`src/hw/rtl/kfd_pkg.sv`:
```
package kfd_pkg;

    // KISS special characters
    localparam logic [7:0] KS_FEND   = 8'hC0;
    localparam logic [7:0] KS_FESC   = 8'hDB;
    localparam logic [7:0] KS_TFEND  = 8'hDC;
    localparam logic [7:0] KS_TFESC  = 8'hDD;
    localparam logic [7:0] KS_NIBBLE = 8'h0F;

    // Frame size limit, command byte included
    localparam int MAX_FRAME = 1024;
    localparam int CNT_W     = 11;

    // Result queue between front and back
    localparam int Q_DEPTH = 4;
    localparam int Q_PTR_W = $clog2(Q_DEPTH);
    localparam int Q_CNT_W = $clog2(Q_DEPTH + 1);

    // One result word
    typedef struct packed {
        logic [7:0] payload_byte;
        logic       end_marker;
        logic       frame_ok;
    } kfd_entry_t;

    // Write side of the queue
    typedef struct packed {
        logic       valid;
        kfd_entry_t entry;
    } kfd_push_t;

    // Queue status
    typedef struct packed {
        logic               full;
        logic               empty;
        logic [Q_CNT_W-1:0] count;
    } kfd_qstat_t;

endpackage

```
`src/hw/rtl/kiss_frame_deframer_unit.sv`:
```
// KISS deframer: takes one raw serial byte per word on the s_ channel
// (s_valid/s_ready, s_rx_byte) and streams decoded payload words on the m_
// channel (m_valid/m_ready). A frame whose command low nibble matches the
// accepted type is forwarded byte by byte, then closed by an end marker if it had payload:
// frame_ok set on a closing FEND, clear when the frame overran MAX_FRAME.
// The accepted type is written through cfg_valid/cfg_ready/cfg_accepted_type
// (cfg_ready is always high); write it only while the block is idle.
// Throughput is one byte per cycle while the queue is not full. A result
// reaches m_ via the queue: the front decodes the byte and writes it into
// the 4-word queue when taken, and the output register loads it when free.
// Bytes that yield no result leave no trace on the m_ side.
// When m_ready is low the output register holds its word and the queue
// fills; s_ready drops only while the queue is full, so the front keeps
// taking bytes until four more results wait behind the held word.
// Synchronous active-low reset clears the frame state (idle, no escape,
// count zero), empties the queue and output, and sets the accepted type to 0.
module kiss_frame_deframer_unit (
    input  logic       aclk,
    input  logic       aresetn,
    input  logic       s_valid,
    output logic       s_ready,
    input  logic [7:0] s_rx_byte,
    input  logic       cfg_valid,
    output logic       cfg_ready,
    input  logic [3:0] cfg_accepted_type,
    output logic       m_valid,
    input  logic       m_ready,
    output logic [7:0] m_payload_byte,
    output logic       m_end_marker,
    output logic       m_frame_ok
);

    kfd_pkg::kfd_push_t  q_push;
    kfd_pkg::kfd_entry_t q_head;
    kfd_pkg::kfd_qstat_t q_stat;
    logic                q_pop;

    kfd_front u_front (
        .aclk              (aclk),
        .aresetn           (aresetn),
        .s_valid           (s_valid),
        .s_ready           (s_ready),
        .s_rx_byte         (s_rx_byte),
        .cfg_valid         (cfg_valid),
        .cfg_ready         (cfg_ready),
        .cfg_accepted_type (cfg_accepted_type),
        .q_stat            (q_stat),
        .q_push            (q_push)
    );

    kfd_queue u_queue (
        .aclk    (aclk),
        .aresetn (aresetn),
        .q_push  (q_push),
        .q_pop   (q_pop),
        .q_head  (q_head),
        .q_stat  (q_stat)
    );

    kfd_back u_back (
        .aclk           (aclk),
        .aresetn        (aresetn),
        .q_head         (q_head),
        .q_stat         (q_stat),
        .q_pop          (q_pop),
        .m_valid        (m_valid),
        .m_ready        (m_ready),
        .m_payload_byte (m_payload_byte),
        .m_end_marker   (m_end_marker),
        .m_frame_ok     (m_frame_ok)
    );

    // Front never writes a word into a full queue
    a_no_push_full: assert property (@(posedge aclk) disable iff (!aresetn)
        q_push.valid |-> !q_stat.full)
        else $error("push into full queue");

    // Occupancy stays within the queue depth
    a_count_bound: assert property (@(posedge aclk) disable iff (!aresetn)
        q_stat.count <= kfd_pkg::Q_CNT_W'(kfd_pkg::Q_DEPTH))
        else $error("queue count out of range");

    // Payload words never carry frame_ok
    a_payload_no_ok: assert property (@(posedge aclk) disable iff (!aresetn)
        (m_valid && !m_end_marker) |-> !m_frame_ok)
        else $error("frame_ok on payload word");

    // End markers carry a zero byte
    a_marker_zero: assert property (@(posedge aclk) disable iff (!aresetn)
        (m_valid && m_end_marker) |-> (m_payload_byte == 8'd0))
        else $error("nonzero byte on end marker");

endmodule

```
`src/hw/rtl/kfd_front.sv`:
```
module kfd_front (
    input  logic               aclk,
    input  logic               aresetn,
    input  logic               s_valid,
    output logic               s_ready,
    input  logic [7:0]         s_rx_byte,
    input  logic               cfg_valid,
    output logic               cfg_ready,
    input  logic [3:0]         cfg_accepted_type,
    input  kfd_pkg::kfd_qstat_t q_stat,
    output kfd_pkg::kfd_push_t q_push
);

    logic                     inside_frame_reg, inside_frame_next;
    logic                     escape_pending_reg, escape_pending_next;
    logic                     type_matches_reg, type_matches_next;
    logic [kfd_pkg::CNT_W-1:0] byte_count_reg, byte_count_next;
    logic [3:0]               accepted_type_reg;
    logic                     take;
    logic [7:0]               dec_byte;
    logic                     do_store;
    kfd_pkg::kfd_push_t       push_c;

    assign cfg_ready = 1'b1;
    assign s_ready   = !q_stat.full;
    assign take      = s_valid && s_ready;

    // Hold the configured frame type
    always_ff @(posedge aclk) begin
        if (!aresetn) begin
            accepted_type_reg <= 4'd0;
        end else if (cfg_valid && cfg_ready) begin
            accepted_type_reg <= cfg_accepted_type;
        end
    end

    // Undo the escape on the byte that follows FESC
    always_comb begin
        dec_byte = s_rx_byte;
        if (escape_pending_reg) begin
            if (s_rx_byte == kfd_pkg::KS_TFEND) begin
                dec_byte = kfd_pkg::KS_FEND;
            end else if (s_rx_byte == kfd_pkg::KS_TFESC) begin
                dec_byte = kfd_pkg::KS_FESC;
            end
        end
    end

    // Classify the word and advance the frame state
    always_comb begin
        inside_frame_next   = inside_frame_reg;
        escape_pending_next = escape_pending_reg;
        type_matches_next   = type_matches_reg;
        byte_count_next     = byte_count_reg;
        do_store            = 1'b0;
        push_c              = '0;

        if (take) begin
            if (s_rx_byte == kfd_pkg::KS_FEND) begin
                push_c.valid            = inside_frame_reg && type_matches_reg
                                          && (byte_count_reg > kfd_pkg::CNT_W'(1));
                push_c.entry.end_marker = 1'b1;
                push_c.entry.frame_ok   = 1'b1;
                inside_frame_next       = 1'b1;
                escape_pending_next     = 1'b0;
                type_matches_next       = 1'b0;
                byte_count_next         = '0;
            end else if (inside_frame_reg) begin
                if (escape_pending_reg) begin
                    escape_pending_next = 1'b0;
                    do_store            = 1'b1;
                end else if (s_rx_byte == kfd_pkg::KS_FESC) begin
                    escape_pending_next = 1'b1;
                end else begin
                    do_store = 1'b1;
                end
            end

            if (do_store) begin
                if (byte_count_reg < kfd_pkg::CNT_W'(kfd_pkg::MAX_FRAME)) begin
                    if (byte_count_reg == '0) begin
                        type_matches_next = ((dec_byte & kfd_pkg::KS_NIBBLE)
                                             == {4'd0, accepted_type_reg});
                    end else if (type_matches_reg) begin
                        push_c.valid              = 1'b1;
                        push_c.entry.payload_byte = dec_byte;
                    end
                    byte_count_next = byte_count_reg + kfd_pkg::CNT_W'(1);
                end else begin
                    // Overflow: abort the frame and drop to idle
                    push_c.valid            = type_matches_reg;
                    push_c.entry.end_marker = 1'b1;
                    push_c.entry.frame_ok   = 1'b0;
                    inside_frame_next       = 1'b0;
                    type_matches_next       = 1'b0;
                    byte_count_next         = '0;
                end
            end
        end
    end

    assign q_push = push_c;

    always_ff @(posedge aclk) begin
        if (!aresetn) begin
            inside_frame_reg   <= 1'b0;
            escape_pending_reg <= 1'b0;
            type_matches_reg   <= 1'b0;
            byte_count_reg     <= '0;
        end else begin
            inside_frame_reg   <= inside_frame_next;
            escape_pending_reg <= escape_pending_next;
            type_matches_reg   <= type_matches_next;
            byte_count_reg     <= byte_count_next;
        end
    end

endmodule

```
`src/hw/rtl/kfd_queue.sv`:
```
module kfd_queue (
    input  logic                aclk,
    input  logic                aresetn,
    input  kfd_pkg::kfd_push_t  q_push,
    input  logic                q_pop,
    output kfd_pkg::kfd_entry_t q_head,
    output kfd_pkg::kfd_qstat_t q_stat
);

    kfd_pkg::kfd_entry_t          q_mem_reg [kfd_pkg::Q_DEPTH];
    logic [kfd_pkg::Q_PTR_W-1:0]  wr_ptr_reg, wr_ptr_next;
    logic [kfd_pkg::Q_PTR_W-1:0]  rd_ptr_reg, rd_ptr_next;
    logic [kfd_pkg::Q_CNT_W-1:0]  count_reg, count_next;
    logic                         do_push, do_pop;

    assign q_stat.full  = (count_reg == kfd_pkg::Q_CNT_W'(kfd_pkg::Q_DEPTH));
    assign q_stat.empty = (count_reg == '0);
    assign q_stat.count = count_reg;
    assign q_head       = q_mem_reg[rd_ptr_reg];

    assign do_push = q_push.valid && !q_stat.full;
    assign do_pop  = q_pop && !q_stat.empty;

    // Advance pointers and occupancy
    always_comb begin
        wr_ptr_next = do_push ? wr_ptr_reg + kfd_pkg::Q_PTR_W'(1) : wr_ptr_reg;
        rd_ptr_next = do_pop  ? rd_ptr_reg + kfd_pkg::Q_PTR_W'(1) : rd_ptr_reg;
        count_next  = count_reg;
        if (do_push && !do_pop) begin
            count_next = count_reg + kfd_pkg::Q_CNT_W'(1);
        end else if (!do_push && do_pop) begin
            count_next = count_reg - kfd_pkg::Q_CNT_W'(1);
        end
    end

    always_ff @(posedge aclk) begin
        if (!aresetn) begin
            wr_ptr_reg <= '0;
            rd_ptr_reg <= '0;
            count_reg  <= '0;
        end else begin
            wr_ptr_reg <= wr_ptr_next;
            rd_ptr_reg <= rd_ptr_next;
            count_reg  <= count_next;
        end
    end

    // Store the word
    always_ff @(posedge aclk) begin
        if (do_push) begin
            q_mem_reg[wr_ptr_reg] <= q_push.entry;
        end
    end

endmodule

```
`src/hw/rtl/kfd_back.sv`:
```
module kfd_back (
    input  logic                aclk,
    input  logic                aresetn,
    input  kfd_pkg::kfd_entry_t q_head,
    input  kfd_pkg::kfd_qstat_t q_stat,
    output logic                q_pop,
    output logic                m_valid,
    input  logic                m_ready,
    output logic [7:0]          m_payload_byte,
    output logic                m_end_marker,
    output logic                m_frame_ok
);

    logic                m_valid_reg, m_valid_next;
    kfd_pkg::kfd_entry_t out_reg;

    // Load the output register when it is empty or being taken
    assign q_pop        = !q_stat.empty && (!m_valid_reg || m_ready);
    assign m_valid_next = q_pop || (m_valid_reg && !m_ready);

    always_ff @(posedge aclk) begin
        if (!aresetn) begin
            m_valid_reg <= 1'b0;
        end else begin
            m_valid_reg <= m_valid_next;
        end
    end

    always_ff @(posedge aclk) begin
        if (q_pop) begin
            out_reg <= q_head;
        end
    end

    assign m_valid        = m_valid_reg;
    assign m_payload_byte = out_reg.payload_byte;
    assign m_end_marker   = out_reg.end_marker;
    assign m_frame_ok     = out_reg.frame_ok;

endmodule
```
`config.mk`:
```
export PLATFORM = sky130hd
export DESIGN_NAME = kiss_frame_deframer_unit
export DESIGN_NICKNAME = d
export VERILOG_FILES = /design/src/hw/rtl/kfd_pkg.sv /design/src/hw/rtl/kiss_frame_deframer_unit.sv /design/src/hw/rtl/kfd_front.sv /design/src/hw/rtl/kfd_queue.sv /design/src/hw/rtl/kfd_back.sv
export SDC_FILE = /design/constraint.sdc
export NUM_CORES = 1
export LEC_CHECK = 0
export ABC_AREA = 1
export BUFFER_PORTS_ARGS = -buffer_cell sky130_fd_sc_hd__buf_2
export CAP_MARGIN = 30
export CORE_UTILIZATION = 51
export DETAILED_ROUTE_END_ITERATION = 12
export PLACE_DENSITY = 0.73
export SYNTH_ARGS = -nofsm -noshare
export SYNTH_HDL_FRONTEND = slang
export SYNTH_HIERARCHICAL = 1
export SYNTH_SLANG_ARGS = --single-unit
```
`constraint.sdc`:
```
create_clock -name aclk -period 2.7 [get_ports aclk]
set_input_delay 0.135 -clock aclk [delete_from_list [all_inputs] [get_ports aclk]]
set_output_delay 0.135 -clock aclk [all_outputs]
set_load 0.1 [all_outputs]
```
# Yosys cells after proc, flatten, opt, wreduce, memory -nomap -nowiden
# Memory sizes are Yosys's and may differ from the RTL's. A register that Yosys moved wholly into a read port is not among the register bits.
# Cells that the tools add are included.
[classes]
add_sub_neg = 5
order_cmp = 2
n_eq_ne = 6
muxes = 35
reduce_logical = 24
[op_table]
columns = ["cell", "count"]
rows = [
  ["11-bit two-way mux", 5],
  ["8-bit == test (second input constant)", 4],
  ["8-bit two-way mux", 4],
  ["1-bit two-way mux", 20],
  ["9-bit two-way mux", 2],
  ["11-bit by 1-bit adder with 11-bit output (second input constant)", 1],
  ["11-bit by 1-bit > comparator with 1-bit output (second input constant)", 1],
  ["11-bit zero test", 1],
  ["11-bit less-than comparator (second input constant)", 1],
  ["1-bit logical AND", 9],
  ["1-bit zero test", 6],
  ["3-bit two-way mux", 2],
  ["2-bit nonzero test", 3],
  ["2-bit by 1-bit adder with 2-bit output (second input constant)", 2],
  ["4-bit == test", 1],
  ["2-bit two-way mux", 2],
  ["2-bit AND reduction", 2],
  ["3-bit by 1-bit adder with 3-bit output (second input constant)", 1],
  ["3-bit == test (second input constant)", 1],
  ["3-bit zero test", 1],
  ["3-bit by 1-bit subtractor with 3-bit output (second input constant)", 1],
  ["1-bit logical OR", 2],
]
[totals]
ff_bits = 26
ram_bits = 40
input_bits = 17
output_inout_bits = 13
wordCells = 82
n_memories = 1
[mem_list]
columns = ["memory", "words", "word_bits", "read_ports", "rd_ports_with_merged_regs", "write_ports", "line", "text"]
rows = [
  ["u_queue.q_mem_reg", 4, 10, 1, 1, 1, "kfd_queue.sv:10", "kfd_pkg::kfd_entry_t q_mem_reg [kfd_pkg::Q_DEPTH];"],
]

# Depth between registers and ports, before layout
# Gate-level depths: netlist (run 1).
[depth]
depth_word = 14
ltp_mapped = 19

# Cells and area by module
# Netlist (run 1), hierarchy kept.
[by_module_without_submodules]
columns = ["module", "instances", "cells_per_inst", "area_each_um2"]
rows = [
  ["kfd_queue", 1, 167, 1984.4],
  ["kfd_front", 1, 206, 1330.0],
  ["kfd_back", 1, 16, 347.8],
]

# Worst setup path after synthesis (run 1)
# OpenSTA, ideal clock, no wires.
[synth_path]
kind = "reg-to-reg"
startpoint = "register u_queue/count_reg[0] in the netlist's numbering"
endpoint = "register u_queue/count_reg[2] in the netlist's numbering"
setup_time_ns = 0.113
arrival_time_ns = 2.931
required_time_ns = 2.587
slack_ns = -0.344
stages_incl_launch_ff = 20
path_buffers = 0
period_less_slack_ns = 3.044
cell_sequence = "dfxtp_1 -> nor2_4 -> nand2_2 -> inv_1 -> inv_1 -> nand2_1 -> nor2_1 -> o2111ai_1 -> nand2_1 -> nand2_4 -> inv_2 -> ha_1 -> inv_1 -> fa_1 -> inv_1 -> nand2_1 -> nand3_1 -> nand2_1 -> nand2_1 -> nor2_1"
[synth_rtl]
columns = ["item", "line", "text"]
rows = [
  ["start, declared", "kfd_queue.sv:13", "logic [kfd_pkg::Q_CNT_W-1:0] count_reg, count_next;"],
  ["start signal, assigned", "kfd_queue.sv:44", "count_reg <= count_next;"],
]

==> results of run 1 <==
## metrics by stage
step	cells	worst slack (ps)	power (uW)	util (%)
floorplan	389	4.36	1360	-
global placement	511	342	1390	57.3
detailed placement	511	250	1390	57.3
CTS	528	216	2340	60.7
global route	528	22.9	2390	60.7
finish	528	294	2320	60.7
## cell type report
class                           instances  area (sq um)
Clock buffer                            9           124
Clock inverter                          7          97.6
Fill cell                             584          2700
Inverter                               52           199
Multi-Input combinational cell        251          1370
Sequential cell                        78          2060
Tap cell                               96           120
Timing Repair Buffer                   35           195
## synth_stat cells, types with 2 or more instances
master	count
a21oi_1	15
buf_2	3
clkbuf_2	2
dfxtp_1	28
edfxtp_1	50
ha_1	8
inv_1	46
inv_2	6
nand2_1	49
nand2_2	7
nand2_4	3
nand3_1	17
nand3_4	2
nand4_1	5
nor2_1	74
nor2_2	3
nor3_1	3
nor3_2	3
o21ai_0	29
o21ai_2	2
o22ai_1	11
xor2_1	2
## worst paths after layout
check	startpoint	to	cells after the start
min	cfg_accepted_type[0]	u_front/accepted_type_reg[0]	3
max	u_front/byte_count_reg[0]	u_queue/count_reg[2]	16
max reg2reg	u_front/byte_count_reg[0]	u_queue/count_reg[2]	16
min reg2reg	u_back/m_valid	u_back/m_valid	2
## logic make-up after synthesis
family	synth area share [%]
AO/OA/AOI/OAI	9.81
XOR/XNOR	0.718
adder cells (fa/ha/maj)	3.28
buffers and inverters	6.63
flip-flops	56.3
other	0.102
AND/OR/NAND/NOR	23.2
## layer usage
layer / global-route usage, % / up-vias / part of all wire, % / wire length, um
met1: 22.4 / 1248 / 44 / 2980
li1: - / 1369 / - / -
met5: 0 / - / 0 / 0
met2: 33.8 / 50 / 50 / 3390
met3: 6.67 / 10 / 4.2 / 285
met4: 8.18 / 0 / 1.5 / 102
## repair_timing
action,in CTS,in global routing
hold buffers,1,0
gates resized for setup,0,3
setup endpoints to repair,0,1
hold endpoints to repair,1,0
## where the power goes
group | switching (uW) | internal, uW | total, uW
registers | 6.01 | 1260 | 1270
logic | 66.9 | 32.3 | 99.2
clock network | 429 | 523 | 952
## critical path: cells and delay by family, from the launching register on
family                     cells  cell delay, ps
DFF                            1             470
buffers and inverters          4             340
and+or+nand+nor                9             730
adders and majority gates      3             780
==> metrics, run 1 <==
Worst-path clk slew 80 ps; DP Area 3940 sq um; Routed WL 6770 um; Starting Density 53.3%; CP endpoint kind flip-flop; layout cells sized above 1 20.6%; Post-synth EDFFs 50; FF-to-FF setup slack 290 ps; Final Setup Violations 0; antenna-violating nets left 0; TritonCTS clock tree done; TritonCTS buffer count 9; YS warnings 6; CP arrival 2660 ps; Yosys reg bits 78; CTS root buf clkbuf_8; fin area 4170 sq um; Die Height 86.7 um; DRT Pass-1 Iters 4; largest net degree at the start of global routing 22; ys async rst share 0%; vias 2,677; first-pass GRT wire length 11,200 um; row count 30; Post-Syn Nets 415; post-synth cell types 43; critical-path cell with the highest stage delay dfxtp_1; LEAKAGE 0.00156 uW; pwr dens 555 nW/um^2; CP Max Fanout 8; Worst VDD drop 369 uV; nets 453; most frequent CP cell nand2_1; CP Cell Sequence inv_1 -> ha_1 -> nand3_1 -> nand3_1 -> nand2_1 -> nand2_4 -> inv_2 -> ha_1 -> inv_1 -> fa_1 -> inv_1 -> nand2_1 -> nand3_1 -> nand2_1 -> nand2_1 -> nor2_1; RSZ-0062 raised after global routing false; CTS max path bufs 2; drt wl/cell 12.8 um; Initial DRC Count 118; number of max-cap violations 0; GPL Wtd Cong 0.867; Slew headroom 63.3%; initial antenna violation count 0; type of the worst min-delay path input pin to flip-flop; largest cells by area after synthesis edfxtp_1 41%, dfxtp_1 15%, nor2_1 7.6%; Total Routing Usage GR 19.6%; Post-Synthesis Cells 389; WHS 17.2 ps; Clock Latency Late Sink 360 ps; period utilization 89.1%; CP max stage delay 470 ps; Syn-to-layout area delta 13.9%; commonest non-fill, non-tap cell in the layout nor2_1; startpoint types flip-flop; Num Clock Sinks 78; DIE AREA 7520 sq um; fin. max-slew vios 0; CORE AREA 6870 sq um; Crit path required time 2960 ps; status finished, final reports clean; IO Port Bufs 28; vias in the first global route 2,519; Period minus WS final 2410 ps; Ant. Diodes 0; f_max 416 MHz; Max Clock Skew 8.74 ps; most frequent cells in the layout 73 x nor2_1, 50 x edfxtp_1, 48 x nand2_1; Hold Violations, Final 0; most common flop cell mapped by yosys edfxtp_1; Yosys top cell by area edfxtp_1; area share of the largest cell type after synthesis 41.0%; Worst-Margin Slew 550 ps; DRC viols 0; syn avg cell area 9.41 sq um; max reg flops 40; postcts setup bufs 0; post-DP HPWL 4670 um; I/O pin total 30; GRT overflow 0; vias per cell 5.07; sequential element share of the synthesized area 56.3%; sum of negative setup slack 0 ps; die width 86.7 um; # H-tree levels 3; mapped cell area 3660 sq um; WS Path Type flip-flop to flip-flop
(Power assumes the default switching activity.)
==> inputs of run 2 (changes only) <==
Clock period 2.7 ns to 3.05 ns, I/O delays scaled along.
==> metrics, run 2 (synthesized netlist as in run 1, its figures left out) <==
status finished, final reports clean; Num Clock Sinks 78; vias in the first global route 2,680; Period minus WS final 2540 ps; Clock Latency Late Sink 340 ps; TritonCTS clock tree done; I/O pin total 30; initial antenna violation count 0; Crit path required time 3290 ps; DRT Pass-1 Iters 4; postcts setup bufs 0; WS Path Type flip-flop to flip-flop; period utilization 83.4%; routed wl met3 290 um; max reg flops 40; Ant. Diodes 0; Hold Violations, Final 0; layout cells sized above 1 19.0%; commonest non-fill, non-tap cell in the layout nor2_1; die width 86.7 um; Initial DRC Count 154; Final Non-Filler Cells 527; Cell Count Post-Placement 511; f_max 393 MHz; CORE AREA 6870 sq um; Worst Min Path Start cfg_accepted_type[2]; Starting Density 53.3%; vias 2,694; worst reg2reg startpoint u_queue/count_reg[0]; r2r endpoint u_queue/count_reg[2]; top layer in use met4; type of the worst min-delay path input pin to flip-flop; Max Clock Skew 10.1 ps; Die Height 86.7 um; CTS root buf clkbuf_8; GRT overflow 0; FF-to-FF setup slack 510 ps; drt wl/cell 13.1 um; Worst-Margin Slew 564 ps; Cells on Worst Hold Path 3; fin. max-slew vios 0; CP endpoint kind flip-flop; hold buffers post-CTS 0; flip-flop and latch area 2060 sq um; RSZ-0062 raised after global routing false; number of max-cap violations 0; most frequent cells in the layout 74 x nor2_1, 50 x edfxtp_1, 49 x nand2_1; DRC viols 0; row count 30; startpoint types flip-flop; CP Max Fanout 6; largest net degree at the start of global routing 22; nets 452; Syn-to-layout area delta 11.8%; GPL Wtd Cong 0.851; post-DP HPWL 5000 um; Worst VDD drop 309 uV; TritonCTS buffer count 9; sum of negative setup slack 0 ps; IO Port Bufs 28; DIE AREA 7520 sq um; PostCTS Resize Cnt 0; vias per cell 5.11; pwr dens 461 nW/um^2; WL met2 3500 um; CTS max path bufs 2; first-pass GRT wire length 11,800 um; # H-tree levels 3; antenna-violating nets left 0; Total Routing Usage GR 20.6%; WL met1 3020 um; Layout fillers 607; r2r worst-path depth 19; WHS 38.2 ps; LEAKAGE 0.00154 uW; Multi-input gate area 1360 sq um; Worst-path clk slew 80 ps; Slew headroom 62.4%; WHS Endpoint u_front/accepted_type_reg[2]; Routed WL 6920 um; Final Setup Violations 0; CP arrival 2780 ps
[run 2: layer usage]
metal | global-route usage [%] | up-vias
met5 | 0 | -
met4 | 7.27 | 0
met3 | 4.86 | 15
met2 | 37.0 | 57
met1 | 24.1 | 1249
li1 | - | 1373
[run 2: power by group]
group	internal [uW]	leakage, uW	switching [uW]	total (uW)
Sequential	1120	0.000620	5.12	1120
Combinational	27.3	0.000831	58.5	85.8
Clock	301	0.0000910	379	680
[run 2: layout make-up]
type	instances	share of cell area (%)
Sequential cell	78	50.4
Multi-Input combinational cell	251	33.2
Inverter	52	4.77
Timing Repair Buffer	34	4.52
Clock buffer	10	3.12
Tap cell	96	2.93
Clock inverter	6	1.10
[run 2: worst max path at each step]
stage	start	endpoint	slack, ps	cells after the start
2_1_floorplan	u_queue/count_reg[0]	u_queue/count_reg[2]	6	19
3_3_place_gp	u_queue/count_reg[0]	u_queue/count_reg[2]	630	19
3_5_place_dp	u_queue/count_reg[0]	u_queue/count_reg[2]	530	19
4_1_cts	u_queue/count_reg[0]	u_queue/count_reg[2]	500	19
5_1_grt	u_queue/count_reg[0]	u_queue/count_reg[2]	160	18
6_report	u_queue/count_reg[0]	u_queue/count_reg[2]	510	19
[run 2: critical path: stages (launching register included)]
cell and delay, ps:
dfxtp_1 450, nor2_4 60, nand2_2 110, inv_1 50
inv_1 60, nand2_1 130, nor2_1 180, o2111ai_1 130
nand2_1 170, nand2_4 90, inv_2 80, ha_1 160
inv_1 70, fa_1 380, inv_1 60, nand2_1 40
nand3_1 80, nand2_1 60, nand2_1 50, nor2_1 40
[run 2: per-stage QoR]
step,setup WS [ps],instance area [sq um],util (%),power [uW]
detailed placement,528,3920,57.1,1230
global placement,632,3920,57.1,1230
CTS,504,4090,59.6,1910
floorplan,5.76,3660,-,1200
finish,506,4090,59.6,1890
global route,155,4090,59.6,1960
==> inputs of run 3 (changes only) <==
Clock period 3.05 ns to 2.4 ns, I/O delays scaled along.
==> metrics, run 3 (synthesized netlist as in run 1, its figures left out) <==
Max Clock Skew 12.1 ps; vias 2,781; Die Height 86.7 um; startpoint types flip-flop; Num Clock Sinks 78; Initial DRC Count 95; FF-to-FF setup slack 120 ps; CTS max path bufs 2; Worst Setup SP u_front/byte_count_reg[2]; Worst Min Path Start cfg_valid; CP arrival 2520 ps; critical-path cell with the highest stage delay fa_2; layout cells sized above 1 24.8%; TritonCTS buffer count 9; CP bufs+invs 2; CP endpoint kind flip-flop; fin. max-slew vios 0; Worst VDD drop 302 uV; WHS Endpoint u_front/accepted_type_reg[0]; sum of negative setup slack 0 ps; CP max stage delay 410 ps; LEAKAGE 0.00161 uW; CP top delay family simple AND/OR/NAND/NOR gates; TritonCTS clock tree done; I/O pin total 30; CP Cell Sequence or2_0 -> nor2_1 -> o21ai_1 -> o2111ai_2 -> nand2_2 -> nand2_4 -> inv_4 -> ha_4 -> inv_2 -> fa_2 -> o21ai_1 -> nor2_1; CTS root buf clkbuf_8; CORE AREA 6870 sq um; Cell Count Post-Placement 512; Worst-path clk slew 90 ps; Starting Density 53.3%; commonest non-fill, non-tap cell in the layout nor2_1; Routed WL 7060 um; Final Non-Filler Cells 540; final design utilization 62.3%; antenna-violating nets left 0; most frequent cells in the layout 73 x nor2_1, 50 x edfxtp_1, 47 x nand2_1; DRC viols 0; f_max 439 MHz; post-DP HPWL 4990 um; Final Setup Violations 0; Hold Violations, Final 0; Worst-Margin Slew 565 ps; r2r endpoint u_queue/count_reg[1]; status finished, final reports clean; IO Port Bufs 28; type of the worst min-delay path input pin to flip-flop; period utilization 94.8%; # H-tree levels 3; GPL Wtd Cong 0.816; Clock Latency Late Sink 360 ps; pwr dens 576 nW/um^2; CP Max Fanout 5; largest net degree at the start of global routing 22; Syn-to-layout area delta 16.9%; DIE AREA 7520 sq um; WS Path Type flip-flop to flip-flop; nets 465; initial antenna violation count 0; row count 30; DRT Pass-1 Iters 4; r2r worst-path depth 12; Slew headroom 62.3%; die width 86.7 um; Total Routing Usage GR 20.2%; vias per cell 5.15; worst reg2reg startpoint u_front/byte_count_reg[2]; Cells on Worst Hold Path 3; first-pass GRT wire length 11,400 um; max reg flops 40; GRT overflow 0; Ant. Diodes 0; vias in the first global route 2,583; Crit path required time 2650 ps; Period minus WS final 2280 ps; number of max-cap violations 0; drt wl/cell 13.1 um
[run 3: cell type report]
class	instances	area, sq um
Timing Repair Buffer	47	290
Sequential cell	78	2070
Fill cell	567	2590
Clock inverter	7	61.3
Clock buffer	9	124
Tap cell	96	120
Multi-Input combinational cell	251	1410
Inverter	52	204
[run 3: worst max-delay path by stage]
| stage | to | slack, ps | cells after the start |
|---|---|---|---|
| 2_1_floorplan | u_queue/count_reg[1] | -140 | 15 |
| 3_3_place_gp | u_queue/count_reg[2] | 150 | 16 |
| 3_5_place_dp | u_queue/count_reg[2] | 60 | 16 |
| 4_1_cts | u_queue/count_reg[2] | 40 | 16 |
| 5_1_grt | u_queue/count_reg[1] | -20 | 13 |
| 6_report | u_queue/count_reg[1] | 120 | 12 |
[run 3: where the power goes]
| group | switching, uW | internal [uW] |
|---|---|---|
| sequential | 6.82 | 1420 |
| clock | 531 | 395 |
| combinational | 78.2 | 41.0 |
| total | 616 | 1850 |
[run 3: per-layer routing]
metal	vias to the layer above	wire length (um)	GRT usage, %
met5	-	0	0
met4	0	112	10.3
met3	12	305	3.52
met2	50	3610	35.4
met1	1322	3030	23.8
li1	1397	-	-
[run 3: stage by stage]
| stage | cell area [sq um] | setup WS [ps] | hold WS, ps | total power, uW |
|---|---|---|---|---|
| after floorplan | 3720 | -143 | 234 | 1530 |
| after global placement | 3980 | 148 | 341 | 1560 |
| after detailed placement | 3980 | 63.0 | 351 | 1570 |
| after CTS | 4200 | 35.1 | 30.1 | 2480 |
| after global routing | 4280 | -23.7 | 37.4 | 2540 |
| final | 4280 | 124 | 36.0 | 2470 |
[run 3: worst min-delay path, delay by kind of cell]
kind / cells / cell delay, ps
compound gates: 1 / 80
simple gates: 1 / 70
buf+inv: 1 / 90
[run 3: repair_timing]
item / CTS / global route
setup buffers: 0 / 9
endpoints found under the setup margin: 0 / 2
gates resized for setup: 0 / 7
hold buffers: 3 / 0
endpoints found under the hold margin: 3 / 0
